### src/hw/rtl/ial_pkg.sv
// ----------------------------------------------------------------------------
// ial_pkg
// Shared types and constants for the indexed array list: command and
// result words, operation and status codes, and the cell control word.
// ----------------------------------------------------------------------------
package ial_pkg;

    localparam int CAPACITY = 8;
    localparam int IDX_W    = $clog2(CAPACITY);
    localparam int CNT_W    = 4;
    localparam int VAL_W    = 32;

    typedef enum logic [1:0] {
        KIND_READ   = 2'd0,
        KIND_INSERT = 2'd1,
        KIND_REMOVE = 2'd2,
        KIND_FIND   = 2'd3
    } t_kind;

    typedef enum logic [1:0] {
        ST_OK       = 2'd0,
        ST_OOB      = 2'd1,
        ST_FULL     = 2'd2,
        ST_NOTFOUND = 2'd3
    } t_status;

    typedef struct packed {
        logic [1:0]               kind;
        logic [3:0]               index;
        logic signed [VAL_W-1:0]  value;
    } t_cmd;

    typedef struct packed {
        logic signed [VAL_W-1:0]  read_value;
        logic [2:0]               found_index;
        logic [1:0]               status;
        logic [3:0]               entry_count;
    } t_result;

    typedef enum logic [1:0] {
        CELL_HOLD   = 2'd0,
        CELL_INSERT = 2'd1,
        CELL_REMOVE = 2'd2
    } t_cell_op;

    // broadcast to every cell in the row
    typedef struct packed {
        t_cell_op                 op;
        logic [IDX_W-1:0]         index;
        logic signed [VAL_W-1:0]  value;
        logic [CNT_W-1:0]         count;
    } t_cell_ctl;

endpackage

### src/hw/rtl/indexed_array_list.sv
// ----------------------------------------------------------------------------
// indexed_array_list
// Bounded ordered list of signed 32-bit words kept in a row of cells:
// read, insert and remove by logical index, find by value, one result per command.
// ----------------------------------------------------------------------------
// channel   | direction | handshake                  | payload
// command   | in        | start high, busy low       | i_cmd    (ial_pkg::t_cmd)
// result    | out       | o_done high for one cycle  | o_result (ial_pkg::t_result)
//
// the cell row applies each command; its result is registered and appears on the
// cycle after acceptance, and a new command may be given every cycle.
// busy stays low: the cells shift, compare and select in parallel.
// i_rst_n (synchronous, active low) empties the list and clears o_done.
// the receiver cannot stall, so results are never held back.
// ----------------------------------------------------------------------------
module indexed_array_list (
    input  logic              i_clk,
    input  logic              i_rst_n,
    input  logic              start,
    output logic              busy,
    input  ial_pkg::t_cmd     i_cmd,
    output logic              o_done,
    output ial_pkg::t_result  o_result
);

    localparam int N = ial_pkg::CAPACITY;

    logic [ial_pkg::CNT_W-1:0]          r_count;
    logic [ial_pkg::CNT_W-1:0]          n_count;
    logic                               r_done;
    ial_pkg::t_result                   r_result;
    ial_pkg::t_result                   n_result;
    ial_pkg::t_cell_ctl                 w_ctl;
    logic                               w_accept;

    logic signed [ial_pkg::VAL_W-1:0]   w_entry   [N];
    logic                               w_hit     [N+1];
    logic [ial_pkg::IDX_W-1:0]          w_hit_idx [N+1];

    assign busy     = 1'b0;
    assign w_accept = start && !busy;

    assign w_hit[0]     = 1'b0;
    assign w_hit_idx[0] = '0;

    genvar g;
    generate
        for (g = 0; g < N; g++) begin : g_cell
            logic signed [ial_pkg::VAL_W-1:0] w_left;
            logic signed [ial_pkg::VAL_W-1:0] w_right;
            if (g == 0) begin : g_first
                assign w_left = i_cmd.value;
            end else begin : g_mid_l
                assign w_left = w_entry[g-1];
            end
            if (g == N-1) begin : g_last
                assign w_right = w_entry[g];
            end else begin : g_mid_r
                assign w_right = w_entry[g+1];
            end
            ial_cell u_cell (
                .i_clk     (i_clk),
                .i_pos     (ial_pkg::IDX_W'(g)),
                .i_ctl     (w_ctl),
                .i_left    (w_left),
                .i_right   (w_right),
                .i_hit     (w_hit[g]),
                .i_hit_idx (w_hit_idx[g]),
                .o_entry   (w_entry[g]),
                .o_hit     (w_hit[g+1]),
                .o_hit_idx (w_hit_idx[g+1])
            );
        end
    endgenerate

    always_comb begin
        w_ctl.op    = ial_pkg::CELL_HOLD;
        w_ctl.index = i_cmd.index[ial_pkg::IDX_W-1:0];
        w_ctl.value = i_cmd.value;
        w_ctl.count = r_count;
        n_count     = r_count;
        n_result.read_value  = '0;
        n_result.found_index = '0;
        n_result.status      = ial_pkg::ST_OK;
        case (ial_pkg::t_kind'(i_cmd.kind))
            ial_pkg::KIND_READ: begin
                if (i_cmd.index >= r_count) begin
                    n_result.read_value = '1;
                    n_result.status     = ial_pkg::ST_OOB;
                end else begin
                    n_result.read_value = w_entry[i_cmd.index[ial_pkg::IDX_W-1:0]];
                end
            end
            ial_pkg::KIND_INSERT: begin
                if (r_count == ial_pkg::CNT_W'(N)) begin
                    n_result.status = ial_pkg::ST_FULL;
                end else if (i_cmd.index > r_count) begin
                    n_result.status = ial_pkg::ST_OOB;
                end else begin
                    w_ctl.op = ial_pkg::CELL_INSERT;
                    n_count  = r_count + 1'b1;
                end
            end
            ial_pkg::KIND_REMOVE: begin
                if (i_cmd.index >= r_count) begin
                    n_result.status = ial_pkg::ST_OOB;
                end else begin
                    w_ctl.op = ial_pkg::CELL_REMOVE;
                    n_count  = r_count - 1'b1;
                end
            end
            default: begin
                if (w_hit[N]) begin
                    n_result.found_index = 3'(w_hit_idx[N]);
                end else begin
                    n_result.status = ial_pkg::ST_NOTFOUND;
                end
            end
        endcase
        if (!w_accept) begin
            w_ctl.op = ial_pkg::CELL_HOLD;
            n_count  = r_count;
        end
        n_result.entry_count = n_count;
    end

    always_ff @(posedge i_clk) begin
        if (!i_rst_n) begin
            r_count <= '0;
            r_done  <= 1'b0;
        end else begin
            r_count <= n_count;
            r_done  <= w_accept;
        end
        if (w_accept) begin
            r_result <= n_result;
        end
    end

    assign o_done   = r_done;
    assign o_result = r_result;

endmodule

### src/hw/rtl/ial_cell.sv
// ----------------------------------------------------------------------------
// ial_cell
// One list position: holds an entry, takes its left or right neighbor on
// insert or remove, and extends the first-match chain for find.
// ----------------------------------------------------------------------------
module ial_cell (
    input  logic                                i_clk,
    input  logic [ial_pkg::IDX_W-1:0]           i_pos,
    input  ial_pkg::t_cell_ctl                  i_ctl,
    input  logic signed [ial_pkg::VAL_W-1:0]    i_left,
    input  logic signed [ial_pkg::VAL_W-1:0]    i_right,
    input  logic                                i_hit,
    input  logic [ial_pkg::IDX_W-1:0]           i_hit_idx,
    output logic signed [ial_pkg::VAL_W-1:0]    o_entry,
    output logic                                o_hit,
    output logic [ial_pkg::IDX_W-1:0]           o_hit_idx
);

    logic signed [ial_pkg::VAL_W-1:0] r_entry;
    logic signed [ial_pkg::VAL_W-1:0] n_entry;
    logic                             w_match;

    always_comb begin
        n_entry = r_entry;
        case (i_ctl.op)
            ial_pkg::CELL_INSERT: begin
                if (i_pos == i_ctl.index) begin
                    n_entry = i_ctl.value;
                end else if (i_pos > i_ctl.index) begin
                    n_entry = i_left;
                end
            end
            ial_pkg::CELL_REMOVE: begin
                if (i_pos >= i_ctl.index) begin
                    n_entry = i_right;
                end
            end
            default: begin
                n_entry = r_entry;
            end
        endcase
    end

    always_ff @(posedge i_clk) begin
        r_entry <= n_entry;
    end

    // only held entries take part in the search
    assign w_match   = ({1'b0, i_pos} < ial_pkg::CNT_W'(i_ctl.count)) &&
                       (r_entry == i_ctl.value);
    assign o_hit     = i_hit | w_match;
    assign o_hit_idx = i_hit ? i_hit_idx : i_pos;
    assign o_entry   = r_entry;

endmodule
### config.mk
export PLATFORM = sky130hd
export DESIGN_NAME = indexed_array_list
export DESIGN_NICKNAME = d
export VERILOG_FILES = /design/src/hw/rtl/ial_pkg.sv /design/src/hw/rtl/indexed_array_list.sv /design/src/hw/rtl/ial_cell.sv
export SDC_FILE = /design/constraint.sdc
export NUM_CORES = 1
export LEC_CHECK = 0
export ABC_CLOCK_PERIOD_IN_PS = 19910
export BUFFER_PORTS_ARGS = -buffer_cell sky130_fd_sc_hd__buf_2
export CORE_AREA = 2 2 213 215
export DETAILED_ROUTE_END_ITERATION = 8
export DIE_AREA = 0 0 215 217
export GPL_TIMING_DRIVEN = 0
export SKIP_CTS_REPAIR_TIMING = 1
export SYNTH_ARGS = -nofsm -noshare
export SYNTH_HDL_FRONTEND = slang
export SYNTH_SLANG_ARGS = --single-unit
### constraint.sdc
create_clock -name i_clk -period 19.91 [get_ports i_clk]
set_clock_uncertainty 0.2 [all_clocks]
set_input_delay 0.9955 -clock i_clk [delete_from_list [all_inputs] [get_ports i_clk]]
set_output_delay 0.9955 -clock i_clk [all_outputs]
set_load 0.02 [all_outputs]
==> flow_summary.html, run 1 <==
<table>
<tr><th>Metric</th><th>Value</th></tr>
<tr><th colspan="2">Power</th></tr>
<tr><td>Switching power</td><td>between 500 and 600 uW</td></tr>
<tr><td>Static leakage power</td><td>0.00730 uW</td></tr>
<tr><td>Combinational group share of total power</td><td>between 10% and 20%</td></tr>
<tr><td>Worst vdd rail ir drop</td><td>61.8 uV</td></tr>
<tr><td>Proportion of power drawn by flip-flops and latches</td><td>approximately 45%</td></tr>
<tr><td>Clock group share of total power</td><td>39.1%</td></tr>
<tr><td>Total internal power</td><td>1180 uW</td></tr>
<tr><td>Pwr/cell area</td><td>75.4 nW/um2</td></tr>
<tr><td>Switching power as a share of total power</td><td>slightly below 30%</td></tr>
<tr><th colspan="2">Synth</th></tr>
<tr><td>Number of synthesized flops with an enable pin</td><td>297</td></tr>
<tr><td>Top-area cell type share of the netlist area</td><td>around 45%</td></tr>
<tr><td>Synthesized flop and latch total</td><td>302</td></tr>
<tr><td>Synthesized area</td><td>19800 um2</td></tr>
<tr><td>Synthesized area per cell</td><td>10.6 um2</td></tr>
<tr><td>Post-synth cell types</td><td>between 50 and 60</td></tr>
<tr><td>Post-Synthesis Net Count</td><td>1924</td></tr>
<tr><td>Number of instances in the synthesized netlist</td><td>1870</td></tr>
<tr><td>Seq/Total Area, Yosys</td><td>45.5%</td></tr>
<tr><td>Async S/R FF share, synth</td><td>0%</td></tr>
<tr><td>Top flip-flop cell by instance count after synthesis</td><td>edfxtp_1</td></tr>
<tr><td>Warnings from Yosys</td><td>0</td></tr>
<tr><td>Yosys top cell by area</td><td>edfxtp_1</td></tr>
<tr><td>Dominant cell by count in the synthesized netlist</td><td>edfxtp_1</td></tr>
<tr><td>Top post-synthesis cells by area</td><td>edfxtp_1 (45%), mux2i_1 (12%), xnor2_1 (6.7%)</td></tr>
<tr><td>Most frequent cells after synthesis</td><td>edfxtp_1 (297), mux2i_1 (232), nand2_1 (218)</td></tr>
<tr><th colspan="2">Placement</th></tr>
<tr><td>Estimated wirelength of the detail-placed design</td><td>approximately 74000 um</td></tr>
<tr><td>Port bufs</td><td>49</td></tr>
<tr><td>Pre-CTS setup slack</td><td>around 12 ns</td></tr>
<tr><td>Gpl congestion</td><td>1.09</td></tr>
<tr><th colspan="2">Drt</th></tr>
<tr><td>Drt via density</td><td>6.72</td></tr>
<tr><td>Drt total wl</td><td>roughly 99000 um</td></tr>
<tr><td>Number of remaining DRC errors</td><td>0</td></tr>
<tr><td>First DRT Iteration DRCs</td><td>2969</td></tr>
<tr><td>Count of antenna-violating nets left after detailed routing</td><td>0</td></tr>
<tr><td>Vias</td><td>17500</td></tr>
<tr><td>Routed length per placed instance</td><td>38.2 um</td></tr>
<tr><td>Initial DRT Pass Iterations</td><td>7</td></tr>
<tr><th colspan="2">STA</th></tr>
<tr><td>Slew headroom</td><td>-3.42%</td></tr>
<tr><td>Fin crit share</td><td>40.6%</td></tr>
<tr><td>Slew of the pin with the lowest slew margin</td><td>1.55 ns</td></tr>
<tr><td>Final hold violations</td><td>0</td></tr>
<tr><td>Setup Total Neg Slack</td><td>0 ns</td></tr>
<tr><td>Crit path time final</td><td>8.08 ns</td></tr>
<tr><td>Total count of max-transition violations in the final report</td><td>21</td></tr>
<tr><td>Max Clk Rate</td><td>0.124 GHz</td></tr>
<tr><td>Finish-stage setup viols</td><td>0</td></tr>
<tr><td>RSZ-0062 raised after global routing</td><td>no</td></tr>
<tr><td>Smallest setup slack after layout</td><td>11.83 ns</td></tr>
<tr><th colspan="2">Floorplan</th></tr>
<tr><td>Die ar.</td><td>46700 um2</td></tr>
<tr><td>Die span in x</td><td>roughly 220 um</td></tr>
<tr><td>Die Span Y</td><td>217 um</td></tr>
<tr><td>Number of placed I/O pins</td><td>84</td></tr>
<tr><td>Total number of placement rows</td><td>78</td></tr>
<tr><td>Core Box Area</td><td>44700 um2</td></tr>
<tr><td>Effective utilization at floorplan</td><td>approximately 44%</td></tr>
<tr><th colspan="2">Global routing</th></tr>
<tr><td>Global-route total usage across every layer</td><td>42.0%</td></tr>
<tr><td>Maximum number of pins on one net before global-route repair</td><td>46</td></tr>
<tr><td>Via count of the first global-routing pass</td><td>16200</td></tr>
<tr><td>Global route total overflow</td><td>0</td></tr>
<tr><td>Wire length of the first global-routing pass</td><td>135000 um</td></tr>
<tr><td>Number of antenna violations at the first check in global routing</td><td>7</td></tr>
<tr><th colspan="2">Critical path</th></tr>
<tr><td>Number of gates on the worst path with buffers counted</td><td>19</td></tr>
<tr><td>CP cell instances</td><td>clkbuf_1 &gt; inv_2 &gt; clkbuf_1 &gt; buf_1 &gt; ha_1 &gt; nor2b_1 &gt; o21a_1 &gt; o21ai_0 &gt; and3_1 &gt; clkbuf_1 &gt; nand3_1 &gt; inv_1 &gt; ha_1 &gt; clkbuf_1 &gt; clkbuf_1 &gt; clkbuf_1 &gt; clkbuf_1 &gt; nand2_1 &gt; o21ai_0</td></tr>
<tr><td>Delay of the slowest cell on the worst path</td><td>0.99 ns</td></tr>
<tr><td>Kind of capture point of the worst setup path</td><td>register</td></tr>
<tr><td>Type of element launching the critical path</td><td>input pin</td></tr>
<tr><td>Worst-case reg-to-reg path depth</td><td>16</td></tr>
<tr><td>Top cell by count, worst path</td><td>clkbuf_1</td></tr>
<tr><td>Critical path data required time</td><td>20.10 ns</td></tr>
<tr><td>Critical path's slowest cell</td><td>buf_1</td></tr>
<tr><td>Largest driver fanout on the critical path</td><td>10</td></tr>
<tr><td>Crit Path Category</td><td>in -&gt; reg</td></tr>
<tr><td>Arrival time worst endpoint</td><td>8.26 ns</td></tr>
<tr><td>WP buf/inv</td><td>10</td></tr>
<tr><td>Cell class contributing the biggest share of worst-path delay</td><td>buffers and inverters</td></tr>
<tr><th colspan="2">Final layout</th></tr>
<tr><td>Share of post-route cells with drive strength above 1</td><td>14.4%</td></tr>
<tr><td>Synthesis-to-layout area growth</td><td>12.6%</td></tr>
<tr><td>Final net count</td><td>2024</td></tr>
<tr><th colspan="2">Clocking</th></tr>
<tr><td>Clock tree from TritonCTS</td><td>done</td></tr>
<tr><td>Number of CTS-inserted buffers</td><td>37</td></tr>
<tr><td>Clock sink count</td><td>302</td></tr>
<tr><td>Clock slew at the register clock pins of the worst setup and hold paths</td><td>0.06 ns</td></tr>
<tr><td>Clock tree root driver cell</td><td>clkbuf_16</td></tr>
<tr><td>H-tree depth reported by CTS</td><td>2</td></tr>
<tr><td>Source-to-sink clock delay at the later pin of the worst-skew pair</td><td>around 0.58 ns</td></tr>
<tr><td>Number of buffers between clock root and the deepest sink</td><td>3</td></tr>
<tr><th colspan="2">Hold path</th></tr>
<tr><td>Number of cells on the worst hold path</td><td>2</td></tr>
<tr><td>Path category of the worst min-delay check</td><td>reg -&gt; reg</td></tr>
<tr><th colspan="2">Status</th></tr>
<tr><td>Violations in the final reports</td><td>max-capacitance violations, max-slew violations</td></tr>
<tr><td>Run status</td><td>finished, violations left</td></tr>
<tr><th colspan="2">Job</th></tr>
<tr><td>Reported max-cap violation count</td><td>4</td></tr>
</table>
## flip-flops by register name, indices dropped and copies added, names as in the netlist
name and count:
g_cell.u_cell.o_entry 256, o_result 41, r_count 4, o_done 1
## power groups by stage
| stage | Combinational (uW) | Clock (uW) | Sequential [uW] |
|---|---|---|---|
| after floorplan | 142 | 0 | 760 |
| after global placement | 256 | 0 | 763 |
| after detailed placement | 265 | 0 | 761 |
| after CTS | 266 | 660 | 748 |
| after global routing | 281 | 678 | 750 |
| final | 278 | 658 | 749 |
## final cells by class
cell class / count / area [um2]
timing repair buffer: 61 / 518
clock buffer: 49 / 1010
tap: 600 / 751
multi-input combinational: 1375 / 10100
clock inverter: 17 / 113
antenna: 4 / 10.0
buffer: 178 / 797
fill: 4168 / 22400
inverter: 15 / 56.3
sequential: 302 / 9020
## cells by family (layout without fill, tap and decap cells)
logic type | count (synthesis) | count (layout) | share of synthesized area, %
and+or+nand+nor | 392 | 392 | 8.92
AOI/OAI and AO/OA | 381 | 381 | 11.7
muxes | 331 | 331 | 17.4
DFF | 302 | 302 | 45.5
xor gates and xnor gates | 257 | 257 | 11.5
buffers and inverters | 193 | 320 | 4.29
adders and majority gates | 13 | 13 | 0.820
other | 1 | 5 | 0.0189
## cell usage in the layout (no fill, tap or decap), drive strengths merged, types with 7 or more instances in the layout
cell type and n:
nand3 17, a221oi 31, ha 13, mux2 98
inv 16, nor3 9, o21a 7, xnor2 155
nand2 218, nand4 45, o21ai 208, a21boi 29
a221o 11, clkbuf 143, edfxtp 297, and2 7
clkinv 15, a21oi 51, buf 145, mux2i 232
xor2 102, o22ai 10, nor4 27, nor2 51
## through the flow
stage | util, % | cell area (um2) | hold WS, ns | power, uW | cells
detailed placement | 47.4 | 21200 | 0.392 | 1030 | 2531
floorplan | - | 19800 | 0.360 | 902 | 1870
global route | 49.9 | 22300 | 0.445 | 1710 | 2597
global placement | 46.6 | 20800 | 0.384 | 1020 | 2519
finish | 50.0 | 22300 | 0.420 | 1690 | 2601
CTS | 49.9 | 22300 | 0.405 | 1670 | 2597
## metal layers
metal,global-route usage [%],share of wire [%],vias up
met5,0,0.033,-
met4,25.3,6.8,6
met3,11.5,13,312
li1,-,-,7057
met1,55.6,39,8652
met2,61.5,42,1457
## worst min-delay path, cell delays in order (launching register included)
cell and delay, ns:
edfxtp_1 0.38, nand2_1 0.06, o21ai_0 0.07
## path summary, 6_finish.rpt
kind / from / endpoint / slack, ns
setup reg to reg: r_count[2] / g_cell[3].u_cell.o_entry[2] / 13.51
hold reg to reg: g_cell[7].u_cell.o_entry[14] / g_cell[6].u_cell.o_entry[14] / 0.42
hold / removal: g_cell[7].u_cell.o_entry[14] / g_cell[6].u_cell.o_entry[14] / 0.42
setup / recovery: i_cmd[32] / g_cell[3].u_cell.o_entry[2] / 11.83
Note: power is estimated with default switching activity, not from simulation.
==> inputs of run 2 (changes only) <==
--- a/config.mk
+++ b/config.mk
@@ -5,7 +5,7 @@
 export SDC_FILE = /design/constraint.sdc
 export NUM_CORES = 1
 export LEC_CHECK = 0
-export ABC_CLOCK_PERIOD_IN_PS = 19910
+export ABC_CLOCK_PERIOD_IN_PS = 7600
 export BUFFER_PORTS_ARGS = -buffer_cell sky130_fd_sc_hd__buf_2
 export CORE_AREA = 2 2 213 215
 export DETAILED_ROUTE_END_ITERATION = 8
==> constraint.sdc (replaced) <==
create_clock -name i_clk -period 7.6 [get_ports i_clk]
set_clock_uncertainty 0.2 [all_clocks]
set_input_delay 0.38 -clock i_clk [delete_from_list [all_inputs] [get_ports i_clk]]
set_output_delay 0.38 -clock i_clk [all_outputs]
set_load 0.02 [all_outputs]
==> run 2 against run 1 <==
Compared with the run above: the flow still finishes with violations (max-capacitance violations, max-slew violations); final area shrank 0.34%; routed wire length increased by 2.1%; global-route usage up 0.82 points; non-clock buffer count did not move; total power rose to 2.6 times the previous value; sequential share of layout area rose by 0.14 points; sequential cell count unchanged; largest power group unchanged.
==> flow_summary.html, run 2 (synthesis gave the netlist of run 1 again) <==
<table>
<tr><th>Metric</th><th>Value</th></tr>
<tr><th colspan="2">Status</th></tr>
<tr><td>Run status</td><td>finished, violations left</td></tr>
<tr><td>Violations in the final reports</td><td>max-capacitance violations, max-slew violations</td></tr>
<tr><th colspan="2">STA</th></tr>
<tr><td>Crit path time final</td><td>7.39 ns</td></tr>
<tr><td>Slew of the pin with the lowest slew margin</td><td>1.58 ns</td></tr>
<tr><td>Total count of max-transition violations in the final report</td><td>30</td></tr>
<tr><td>Setup Total Neg Slack</td><td>0 ns</td></tr>
<tr><td>Max Clk Rate</td><td>0.135 GHz</td></tr>
<tr><td>Finish-stage setup viols</td><td>0</td></tr>
<tr><td>Smallest setup slack after layout</td><td>0.207 ns</td></tr>
<tr><td>RSZ-0062 raised after global routing</td><td>no</td></tr>
<tr><td>Slew headroom</td><td>-5.87%</td></tr>
<tr><td>Fin crit share</td><td>97.3%</td></tr>
<tr><td>Final hold violations</td><td>0</td></tr>
<tr><th colspan="2">Global routing</th></tr>
<tr><td>Global route total overflow</td><td>0</td></tr>
<tr><td>Global-route total usage across every layer</td><td>a little over two fifths</td></tr>
<tr><td>Via count of the first global-routing pass</td><td>around 16000</td></tr>
<tr><td>Number of antenna violations at the first check in global routing</td><td>8</td></tr>
<tr><td>Maximum number of pins on one net before global-route repair</td><td>46</td></tr>
<tr><td>Wire length of the first global-routing pass</td><td>136000 um</td></tr>
<tr><th colspan="2">Critical path</th></tr>
<tr><td>Crit Path Category</td><td>in -&gt; reg</td></tr>
<tr><td>Kind of capture point of the worst setup path</td><td>register</td></tr>
<tr><td>Startpoint of the most critical register-to-register path</td><td>r_count[2]</td></tr>
<tr><td>Endpoint of the most critical register-to-register path</td><td>g_cell[2].u_cell.o_entry[29]</td></tr>
<tr><td>Register-to-Register Setup Slack</td><td>1.26 ns</td></tr>
<tr><td>Worst-case reg-to-reg path depth</td><td>16</td></tr>
<tr><td>Critical path data required time</td><td>7.78 ns</td></tr>
<tr><td>Type of element launching the critical path</td><td>input pin</td></tr>
<tr><td>Largest driver fanout on the critical path</td><td>10</td></tr>
<tr><td>Arrival time worst endpoint</td><td>between 7 and 8 ns</td></tr>
<tr><th colspan="2">Drt</th></tr>
<tr><td>Drt total wl</td><td>about 100000 um</td></tr>
<tr><td>Initial DRT Pass Iterations</td><td>6</td></tr>
<tr><td>Drt via density</td><td>roughly 6.7</td></tr>
<tr><td>Routed length per placed instance</td><td>39.1 um</td></tr>
<tr><td>Number of remaining DRC errors</td><td>0</td></tr>
<tr><td>Count of antenna-violating nets left after detailed routing</td><td>0</td></tr>
<tr><td>Vias</td><td>between 15000 and 20000</td></tr>
<tr><td>First DRT Iteration DRCs</td><td>2957</td></tr>
<tr><th colspan="2">Hold path</th></tr>
<tr><td>Number of cells on the worst hold path</td><td>3</td></tr>
<tr><td>Worst hold endpoint</td><td>o_result[4]</td></tr>
<tr><td>Startpoint of the tightest hold check path</td><td>i_cmd[37]</td></tr>
<tr><td>Path category of the worst min-delay check</td><td>in -&gt; reg</td></tr>
<tr><th colspan="2">Final layout</th></tr>
<tr><td>Number of flip-flops under the largest register name</td><td>256</td></tr>
<tr><td>Synthesis-to-layout area growth</td><td>12.2%</td></tr>
<tr><td>Fillers</td><td>4192</td></tr>
<tr><td>Share of post-route cells with drive strength above 1</td><td>between 10% and 20%</td></tr>
<tr><td>Area of the multi-input gates</td><td>10100 um2</td></tr>
<tr><td>Final core occ</td><td>49.8%</td></tr>
<tr><td>Final net count</td><td>2023</td></tr>
<tr><td>Top library cells by usage in the layout, fill and taps aside</td><td>edfxtp_1 (297), mux2i_1 (232), nand2_1 (218)</td></tr>
<tr><td>Sequential cell area</td><td>9020 um2</td></tr>
<tr><td>Most common cell after layout, fill and taps aside</td><td>edfxtp_1</td></tr>
<tr><th colspan="2">Power</th></tr>
<tr><td>Pwr/cell area</td><td>just under 200 nW/um2</td></tr>
<tr><td>Post-route total power</td><td>4420 uW</td></tr>
<tr><td>Worst vdd rail ir drop</td><td>161 uV</td></tr>
<tr><td>Static leakage power</td><td>0.00726 uW</td></tr>
<tr><th colspan="2">Floorplan</th></tr>
<tr><td>Die Span Y</td><td>217 um</td></tr>
<tr><td>Die ar.</td><td>46700 um2</td></tr>
<tr><td>Effective utilization at floorplan</td><td>44.4%</td></tr>
<tr><td>Total number of placement rows</td><td>slightly below 80</td></tr>
<tr><td>Number of placed I/O pins</td><td>84</td></tr>
<tr><td>Core Box Area</td><td>44700 um2</td></tr>
<tr><td>Die span in x</td><td>215 um</td></tr>
<tr><th colspan="2">Clocking</th></tr>
<tr><td>Clock tree from TritonCTS</td><td>done</td></tr>
<tr><td>H-tree depth reported by CTS</td><td>2</td></tr>
<tr><td>Clock sink count</td><td>302</td></tr>
<tr><td>Clock tree root driver cell</td><td>clkbuf_16</td></tr>
<tr><td>Clock slew at the register clock pins of the worst setup and hold paths</td><td>roughly 0.06 ns</td></tr>
<tr><td>Source-to-sink clock delay at the later pin of the worst-skew pair</td><td>0.57 ns</td></tr>
<tr><td>Number of CTS-inserted buffers</td><td>36</td></tr>
<tr><td>Number of buffers between clock root and the deepest sink</td><td>3</td></tr>
<tr><th colspan="2">Placement</th></tr>
<tr><td>Pre-CTS setup slack</td><td>0.0186 ns</td></tr>
<tr><td>Gpl congestion</td><td>1.07</td></tr>
<tr><td>Port bufs</td><td>49</td></tr>
<tr><td>Estimated wirelength of the detail-placed design</td><td>approximately 75000 um</td></tr>
<tr><th colspan="2">Job</th></tr>
<tr><td>Reported max-cap violation count</td><td>5</td></tr>
</table>
==> run 2: cell count changes in the layout (fill, tap and decap cells not counted), sizes merged <==
cell / change
clkinv: -5
clkinvlp: +2
buf: -1
bufinv: +1
clkbuf: -1
dlygate4sd3: +1
inv: -1
==> run 2: power breakdown <==
part / total [uW] / internal, uW / leakage, uW / switching [uW]
registers: 1960 / 1900 / 0.00278 / 58.4
logic: 740 / 223 / 0.00394 / 516
clock network: 1720 / 977 / 0.000535 / 739
==> run 2: through the flow <==
step / area (um2) / cells / hold slack [ns]
2_1_floorplan: 19800 / 1870 / 0.292
3_3_place_gp: 20800 / 2519 / 0.382
3_5_place_dp: 21100 / 2530 / 0.392
4_1_cts: 22200 / 2592 / -0.122
5_1_grt: 22300 / 2593 / 0.201
6_report: 22300 / 2597 / 0.173
==> run 2: final cells by class <==
| type | instances | share of cell area [%] |
|---|---|---|
| antenna | 4 | 0.0450 |
| timing repair buffer | 61 | 2.09 |
| inverter | 15 | 0.253 |
| clock buffer | 48 | 4.43 |
| sequential | 302 | 40.5 |
| tap | 600 | 3.37 |
| buffer | 178 | 3.58 |
| multi-input combinational | 1375 | 45.2 |
| clock inverter | 14 | 0.528 |
==> run 2: routing by layer <==
layer  share of wire (%)  global-route usage (%)
met2                  42                    62.2
met1                  40                    57.6
met5               0.032                       0
met4                 6.4                    23.8
met3                  12                    12.2
==> run 2: how the worst max path moves through the flow <==
stage                                               to       from  depth (start not counted)  slack (ns)
after global routing      g_cell[0].u_cell.o_entry[20]  i_cmd[32]                         17        0.23
after floorplan            g_cell[0].u_cell.o_entry[0]  i_cmd[32]                         16        0.73
after global placement    g_cell[0].u_cell.o_entry[17]  i_cmd[32]                         16       -4.71
after CTS                 g_cell[0].u_cell.o_entry[20]  i_cmd[32]                         19        0.58
after detailed placement  g_cell[0].u_cell.o_entry[18]  i_cmd[32]                         17        0.02
final                     g_cell[2].u_cell.o_entry[29]  i_cmd[32]                         19        0.21
==> run 2: critical path: stages <==
cell	delay, ns
clkbuf_1	0.19
inv_2	0.17
clkbuf_1	0.78
buf_1	0.96
ha_1	0.30
nor2b_1	0.05
o21a_1	0.16
o21ai_0	0.26
and3_1	0.22
clkbuf_1	0.41
nand3_1	0.20
inv_1	0.10
ha_1	0.32
clkbuf_1	0.61
clkbuf_1	0.57
clkbuf_1	0.77
clkbuf_1	0.84
nand2_1	0.10
o21ai_0	0.15
